$ cat config.mk
export PLATFORM = sky130hd
export DESIGN_NAME = pcm_frame_sync_search_top
export DESIGN_NICKNAME = d
export VERILOG_FILES = /design/src/pfss_pkg.sv /design/src/pcm_frame_sync_search_top.sv /design/src/pfss_cell.sv
export SDC_FILE = /design/constraint.sdc
export NUM_CORES = 2
export LEC_CHECK = 0
export ABC_AREA = 1
export BUFFER_PORTS_ARGS = -buffer_cell sky130_fd_sc_hd__buf_2
export CAP_MARGIN = 30
export CELL_PAD_IN_SITES_DETAIL_PLACEMENT = 1
export CELL_PAD_IN_SITES_GLOBAL_PLACEMENT = 1
export CORE_UTILIZATION = 45
export CTS_BUF_LIST = sky130_fd_sc_hd__clkbuf_4 sky130_fd_sc_hd__clkbuf_8 sky130_fd_sc_hd__clkbuf_16
export CTS_CLUSTER_SIZE = 16
export DETAILED_ROUTE_END_ITERATION = 6
export HOLD_SLACK_MARGIN = 0.06
export PLACE_DENSITY_LB_ADDON = 0.08
export SYNTH_ARGS = -nofsm -noshare
export SYNTH_HDL_FRONTEND = slang
export SYNTH_SLANG_ARGS = --single-unit
$ cat constraint.sdc
create_clock -name clk -period 89.9 [get_ports clk]
set_clock_uncertainty 0.2 [all_clocks]
set_input_delay 17.98 -clock clk [delete_from_list [all_inputs] [get_ports clk]]
set_output_delay 17.98 -clock clk [all_outputs]
set_load 0.02 [all_outputs]
$ cat src/pfss_pkg.sv
// Package for the frame sync search: shared types, CRC-16-CCITT helpers and
// configuration register indexes. No dependencies.
package pfss_pkg;

    typedef logic [7:0]        data8_t;
    typedef logic [15:0]       crc_t;
    typedef logic [15:0][15:0] crc_map_t;

    localparam crc_t CRC_POLY = 16'h1021;

    typedef enum logic [2:0] {
        CFG_SYNC_HIGH    = 3'd0,
        CFG_SYNC_LOW     = 3'd1,
        CFG_FRAME_TYPE   = 3'd2,
        CFG_PAYLOAD_LEN  = 3'd3,
        CFG_CRC_INITIAL  = 3'd4
    } cfg_idx_t;

    localparam data8_t RST_SYNC_HIGH   = 8'd235;
    localparam data8_t RST_SYNC_LOW    = 8'd144;
    localparam data8_t RST_FRAME_TYPE  = 8'd1;
    localparam data8_t RST_PAYLOAD_LEN = 8'd45;
    localparam crc_t   RST_CRC_INITIAL = 16'hFFFF;

    // one byte through the CRC register, MSB first
    function automatic crc_t crc_byte(input crc_t c, input data8_t b);
        crc_t r;
        r = c ^ {b, 8'h00};
        for (int i = 0; i < 8; i++)
        begin
            r = r[15] ? ((r << 1) ^ CRC_POLY) : (r << 1);
        end
        return r;
    endfunction

    // linear map of the CRC register over n zero bytes, one column per bit
    function automatic crc_map_t crc_zero_map(input int n);
        crc_map_t m;
        crc_t     v;
        for (int j = 0; j < 16; j++)
        begin
            v = crc_t'(1) << j;
            for (int k = 0; k < n; k++)
            begin
                v = crc_byte(v, 8'h00);
            end
            m[j] = v;
        end
        return m;
    endfunction

    function automatic crc_t crc_map_apply(input crc_map_t m, input crc_t v);
        crc_t r;
        r = '0;
        for (int j = 0; j < 16; j++)
        begin
            if (v[j])
            begin
                r = r ^ m[j];
            end
        end
        return r;
    endfunction

endpackage

$ cat src/pcm_frame_sync_search_top.sv
// Top level of the PCM frame sync search: config registers, byte counter,
// check stage and output register. Depends on pfss_pkg and pfss_cell.
//
//  channel  | handshake           | payload
//  ---------+---------------------+--------------------------------
//  in       | in_valid / in_stall | data_byte, last_byte
//  out      | out_valid/out_stall | found, frame_offset
//  cfg      | cfg_valid/cfg_ready | cfg_index, cfg_data
//
// One byte per cycle while in_stall is low. A byte shifts the cell row on its
// accept edge; the frame check on the shifted window fires into the output
// register when out_stall allows, raising out_valid on a hit or last byte.
// in_stall rises only while a checked byte waits on a full, stalled output.
// rst_n clears counters and flags and resets config regs; no clearing pass.
module pcm_frame_sync_search_top #(
    parameter int FRAME_BYTES      = 55,
    parameter int CRC_SPAN_BYTES   = 53,
    parameter int MAX_BUFFER_BYTES = 65536
) (
    input  logic        clk,
    input  logic        rst_n,
    input  logic        in_valid,
    output logic        in_stall,
    input  logic [7:0]  data_byte,
    input  logic        last_byte,
    output logic        out_valid,
    input  logic        out_stall,
    output logic        found,
    output logic [15:0] frame_offset,
    input  logic        cfg_valid,
    output logic        cfg_ready,
    input  logic [2:0]  cfg_index,
    input  logic [15:0] cfg_data
);
    import pfss_pkg::*;

    localparam int CW = $clog2(MAX_BUFFER_BYTES + 1);
    localparam int DW = ((CW > 16) ? CW : 16) + 1;
    localparam int SPAN_IN_WIN = (CRC_SPAN_BYTES < FRAME_BYTES) ? CRC_SPAN_BYTES : FRAME_BYTES;
    localparam crc_map_t ZERO_TAIL_MAP = crc_zero_map(CRC_SPAN_BYTES - SPAN_IN_WIN);
    localparam crc_map_t INIT_MAP      = crc_zero_map(CRC_SPAN_BYTES);

    data8_t sync_high_reg;
    data8_t sync_low_reg;
    data8_t frame_type_reg;
    data8_t payload_len_reg;
    crc_t   crc_initial_reg;

    logic [CW-1:0] count_reg;
    logic [CW-1:0] count_next;
    logic [CW-1:0] count_inc;
    logic [DW-1:0] off_diff;

    logic          s1_valid_reg;
    logic          s1_valid_next;
    logic          s1_elig_reg;
    logic          s1_last_reg;
    logic [15:0]   s1_off_reg;
    logic          done_reg;
    logic          done_next;
    logic          out_valid_reg;
    logic          out_valid_next;
    logic          found_reg;
    logic [15:0]   frame_offset_reg;

    logic          accept;
    logic          shift_en;
    logic          elig;
    logic          fire;
    logic          hit;
    logic          emit;

    data8_t        win_byte [FRAME_BYTES];
    crc_t          win_crc  [FRAME_BYTES];
    data8_t        b6;
    data8_t        b7;
    data8_t        crc_lo;
    data8_t        crc_hi;
    crc_t          span_crc;

    assign cfg_ready = 1'b1;

    always_ff @(posedge clk or negedge rst_n)
    begin
        if (!rst_n)
        begin
            sync_high_reg   <= RST_SYNC_HIGH;
            sync_low_reg    <= RST_SYNC_LOW;
            frame_type_reg  <= RST_FRAME_TYPE;
            payload_len_reg <= RST_PAYLOAD_LEN;
            crc_initial_reg <= RST_CRC_INITIAL;
        end
        else if (cfg_valid && cfg_ready)
        begin
            case (cfg_index)
                CFG_SYNC_HIGH:   sync_high_reg   <= cfg_data[7:0];
                CFG_SYNC_LOW:    sync_low_reg    <= cfg_data[7:0];
                CFG_FRAME_TYPE:  frame_type_reg  <= cfg_data[7:0];
                CFG_PAYLOAD_LEN: payload_len_reg <= cfg_data[7:0];
                CFG_CRC_INITIAL: crc_initial_reg <= cfg_data;
                default:         ;
            endcase
        end
    end

    // cell row: index 0 oldest; the CRC partials enter at the newest end
    genvar p;
    generate
        for (p = 0; p < FRAME_BYTES; p++)
        begin : g_cell
            data8_t byte_src;
            crc_t   crc_src;
            if (p == FRAME_BYTES - 1)
            begin : g_head
                assign byte_src = data_byte;
                assign crc_src  = '0;
            end
            else
            begin : g_body
                assign byte_src = win_byte[p+1];
                assign crc_src  = win_crc[p+1];
            end
            pfss_cell #(
                .ACCUM (p >= FRAME_BYTES - SPAN_IN_WIN)
            ) u_cell (
                .clk      (clk),
                .shift_en (shift_en),
                .byte_in  (byte_src),
                .data_new (data_byte),
                .crc_in   (crc_src),
                .byte_q   (win_byte[p]),
                .crc_q    (win_crc[p])
            );
        end

        if (6 < FRAME_BYTES)
        begin : g_b6
            assign b6 = win_byte[6];
        end
        else
        begin : g_b6z
            assign b6 = '0;
        end

        if (7 < FRAME_BYTES)
        begin : g_b7
            assign b7 = win_byte[7];
        end
        else
        begin : g_b7z
            assign b7 = '0;
        end

        if (CRC_SPAN_BYTES < FRAME_BYTES)
        begin : g_clo
            assign crc_lo = win_byte[CRC_SPAN_BYTES];
        end
        else
        begin : g_cloz
            assign crc_lo = '0;
        end

        if (CRC_SPAN_BYTES + 1 < FRAME_BYTES)
        begin : g_chi
            assign crc_hi = win_byte[CRC_SPAN_BYTES+1];
        end
        else
        begin : g_chiz
            assign crc_hi = '0;
        end
    endgenerate

    // stage 1: count and offset of the byte being accepted
    assign in_stall = s1_valid_reg && out_valid_reg && out_stall;
    assign accept   = in_valid && !in_stall;
    assign shift_en = accept && (count_reg < CW'(MAX_BUFFER_BYTES));
    assign count_inc = count_reg + CW'(1);
    assign off_diff  = DW'(count_inc) - DW'(FRAME_BYTES);
    assign elig = shift_en && (count_inc >= CW'(FRAME_BYTES)) && (off_diff[DW-1:16] == '0);

    always_comb
    begin
        count_next = count_reg;
        if (accept)
        begin
            if (last_byte)
                count_next = '0;
            else if (shift_en)
                count_next = count_inc;
        end
    end

    // stage 2: frame check on the shifted window
    assign span_crc = crc_map_apply(ZERO_TAIL_MAP, win_crc[0]) ^
                      crc_map_apply(INIT_MAP, crc_initial_reg);
    assign hit  = s1_elig_reg && !done_reg &&
                  (win_byte[0] == sync_high_reg) && (win_byte[1] == sync_low_reg) &&
                  (b6 == frame_type_reg) && (b7 == payload_len_reg) &&
                  (span_crc == {crc_hi, crc_lo});
    assign fire = s1_valid_reg && !(out_valid_reg && out_stall);
    assign emit = hit || (s1_last_reg && !done_reg);

    always_comb
    begin
        s1_valid_next = s1_valid_reg;
        if (accept)
            s1_valid_next = 1'b1;
        else if (fire)
            s1_valid_next = 1'b0;

        done_next = done_reg;
        if (fire)
            done_next = s1_last_reg ? 1'b0 : (done_reg || hit);

        out_valid_next = out_valid_reg;
        if (out_valid_reg && !out_stall)
            out_valid_next = 1'b0;
        if (fire && emit)
            out_valid_next = 1'b1;
    end

    always_ff @(posedge clk or negedge rst_n)
    begin
        if (!rst_n)
        begin
            count_reg     <= '0;
            s1_valid_reg  <= 1'b0;
            done_reg      <= 1'b0;
            out_valid_reg <= 1'b0;
        end
        else
        begin
            count_reg     <= count_next;
            s1_valid_reg  <= s1_valid_next;
            done_reg      <= done_next;
            out_valid_reg <= out_valid_next;
        end
    end

    always_ff @(posedge clk)
    begin
        if (accept)
        begin
            s1_elig_reg <= elig;
            s1_last_reg <= last_byte;
            s1_off_reg  <= off_diff[15:0];
        end
        if (fire && emit)
        begin
            found_reg        <= hit;
            frame_offset_reg <= hit ? s1_off_reg : 16'h0000;
        end
    end

    assign out_valid    = out_valid_reg;
    assign found        = found_reg;
    assign frame_offset = frame_offset_reg;

endmodule

$ cat src/pfss_cell.sv
// One window cell: a byte of the window and a partial CRC word.
// Depends on pfss_pkg.
module pfss_cell #(
    parameter bit ACCUM = 1'b1
) (
    input  logic           clk,
    input  logic           shift_en,
    input  pfss_pkg::data8_t byte_in,
    input  pfss_pkg::data8_t data_new,
    input  pfss_pkg::crc_t   crc_in,
    output pfss_pkg::data8_t byte_q,
    output pfss_pkg::crc_t   crc_q
);
    import pfss_pkg::*;

    data8_t byte_reg;
    crc_t   crc_reg;
    crc_t   crc_next;

    // accumulating cells add the newest byte; the rest form a delay line
    always_comb
    begin
        if (ACCUM)
            crc_next = crc_byte(crc_in, data_new);
        else
            crc_next = crc_in;
    end

    always_ff @(posedge clk)
    begin
        if (shift_en)
        begin
            byte_reg <= byte_in;
            crc_reg  <= crc_next;
        end
    end

    assign byte_q = byte_reg;
    assign crc_q  = crc_reg;

endmodule
==> run_results.csv <==
group,metric,value,unit
sta,post-route-min-period,36730,ps
power,vdd.ir_drop.worst,0.0195,mV
grt,grt_util_met1,23.9,%
routing,drcViolationCount,0,
critical_path,reg2reg_to,"g_cell[23].u_cell.crc_q[8]$_DFFE_PP_",
critical_path,crit_arrival,18550,ps
min_path,hold_depth,0,
sta,setup_tns,0,ps
placed_design,dpl.hpwl,70100,um
layout,stdcell_count,5629,
sta,max_freq,27.2,MHz
layout,multi_input_area,14600,um2
synth,ys_types,40,
grt,met2_usage,28.9,%
grt,grtUsageTotal,17.6,%
clock_network,cts_num_sinks,1415,
routing,vias,27300,
clock_network,numCtsBuffers,153,
min_path,hold_path_end,"g_cell[40].u_cell.byte_q[4]$_DFFE_PP_",
floorplanning,coreArea,128000,um2
synth,synth_cells,3674,
sta,slew_viol_final,0,
sta,final-hold-violation-count,0,
clock_network,clock_path_buffers,3,
critical_path,reg2reg_setup_slack,84460,ps
grt,grt_start_max_net_pins,203,
power,power.total,2620,uW
grt,overflow,0,
power,p_per_area,40.2,nW/um2
clock_network,htree_levels,4,
sta,worst_slack,53170,ps
grt,antenna_found_initial,1,
power,p_leak,0.0233,uW
synth,synth_top_cell_by_area,"edfxtp_1",
synth,seq_area_frac_synth,72.8,%
clock_network,cts-resized-gates,0,
status,status,"complete, no violations",
grt,grt_pass1_wl,176000,um
sta,setup_violations,0,
critical_path,path_class,"input pin to output port",
synth,syn_area,57900,um2
floorplanning,die_height,361,um
min_path,hp-start,"g_cell[41].u_cell.byte_q[4]$_DFFE_PP_",
floorplanning,die-area,130000,um2
grt,grt_pass1_vias,29900,
layout,fill_cells,12100,
synth,synth_top_area_share,69.8,%
floorplanning,io_pins,53,
placed_design,dp.cells,5347,
synth,synthTopCellsByCount,"edfxtp_1 (1,347), xnor2_1 (782), xor2_1 (534)",
layout,layout-drive-gt1-share,10.5,%
layout,seq_area,42200,um2
critical_path,cp-start-kind,"input pin",
routing,routed_via_density,4.85,
critical_path,crit_required,71720,ps
routing,wl_per_cell,19.9,um
sta,max-slew-margin-rel,20.0,%
critical_path,crit_start,"out_stall",
clock_network,tritoncts,"built",
floorplanning,rows,131,
min_path,hp-class,"flop to flop",
grt,met3_usage,3.10,%
sta,rsz0062_at_grt,"no",
floorplanning,die_x,361,um
placed_design,io_buffers,51,
layout,area_growth,12.5,%
layout,largest_register_ffs,872,
critical_path,r2r_start,"out_valid$_DFFE_PN0P_",
clock_network,insertion_delay,780,ps
synth,post-synth-top-count-cell,"edfxtp_1",
routing,drtAntennaViolNets,0,
clock_network,cts_hold_buf,0,
clock_network,clkSlewWorstSetupHoldPaths,60,ps
synth,yosysWarnings,0,
critical_path,end_kind,"output port",
sta,tightest_slew,1200,ps
synth,synth-async-reset-ratio,4.81,%
floorplanning,start_util,45.4,%
synth,synth-main-ff-cell,"edfxtp_1",
synth,syn_nets,3709,
routing,drtPass1Iterations,5,
routing,routed_wirelength,112000,um
clock_network,post_cts_buffers,0,
layout,nets,3881,
synth,ys_ff_latch,1415,
sta,min_period_over_period,40.9,%
placed_design,dp_worst_setup_slack,53150,ps
placed_design,gp_congestion,0.815,
grt,busiest_layer,"met2",
critical_path,r2r_cells,11,
synth,synth_edf_count,1347,
synth,synth_area_leaders,"edfxtp_1 (70%), xnor2_1 (12%), xor2_1 (8.1%)",
routing,drtIter0Drc,1613,
flow_run,drv_cap,0,
clock_network,root_buffer,"clkbuf_16",
critical_path,worst-path-max-fanout,3,
synth,synth.avg_cell_area,15.8,um2
## logic make-up after synthesis
group,share of synthesized area (%)
flip-flops,72.8
XOR/XNOR,20.0
AND/OR/NAND/NOR,4.32
buffers and inverters,2.04
AO/OA/AOI/OAI,0.797
adder cells (fa/ha/maj),0.0432
other,0.00647
## how the worst max path moves through the flow
stage / end / slack (ps) / cells past startpoint
final: in_stall / 53170 / 4
after global routing: in_stall / 53110 / 4
after CTS: in_stall / 53150 / 4
after detailed placement: in_stall / 53150 / 4
after global placement: in_stall / 53100 / 4
after floorplan: count_reg[10]$_DFFE_PN0P_ / 8170 / 8
## power by group
part / internal, uW / total, uW / switching [uW] / leakage [uW]
logic: 351 / 782 / 431 / 0.00709
clock network: 338 / 597 / 259 / 0.00238
registers: 1120 / 1240 / 126 / 0.0139
total: 1810 / 2620 / 816 / 0.0233
## critical path, cell delays in order
cell     delay [ps]
buf_2            80
nand2_1          90
nor2_1          190
buf_2           210
## layout by cell type, fill, tap and decap left out, types with 7 or more instances in the layout
cell,netlist,layout
clkinv_1,0,42
nor2_2,11,11
clkbuf_16,0,153
xnor2_1,782,780
dfrtp_1,39,39
clkbuf_4,0,37
o22ai_1,14,14
buf_16,0,7
buf_4,7,28
nand2_1,364,363
clkinv_2,0,14
nand3_1,70,70
o21ai_0,57,57
inv_1,190,190
dfstp_2,29,29
buf_2,44,47
nand2_2,13,13
edfxtp_1,1347,1347
nor2_1,68,67
nand3b_1,14,14
xor2_1,534,534
a21oi_1,12,12
inv_2,15,15
## routing by layer
layer	wire length, um	vias to the layer above
met1	51200	13900
met3	3640	166
met2	54600	371
met5	0	-
li1	-	12900
met4	2400	0
## final cells by class
type / count / share of cell area [%]
diodes: 1 / 0.00384
clock buffers: 192 / 6.34
flip-flops and latches: 1415 / 64.7
well taps: 1662 / 3.19
repair buffers: 86 / 1.10
multi-input cells: 1983 / 22.4
clock inverters: 83 / 1.05
inverters: 207 / 1.20
## stage by stage
stage	area, um2	util [%]	hold slack (ps)
2_1_floorplan	57900	-	200
3_3_place_gp	60200	47.1	201
3_5_place_dp	60200	47.2	205
4_1_cts	65000	50.9	200
5_1_grt	65200	51.1	209
6_report	65200	51.1	207
Power figures use the tool's default switching activity.
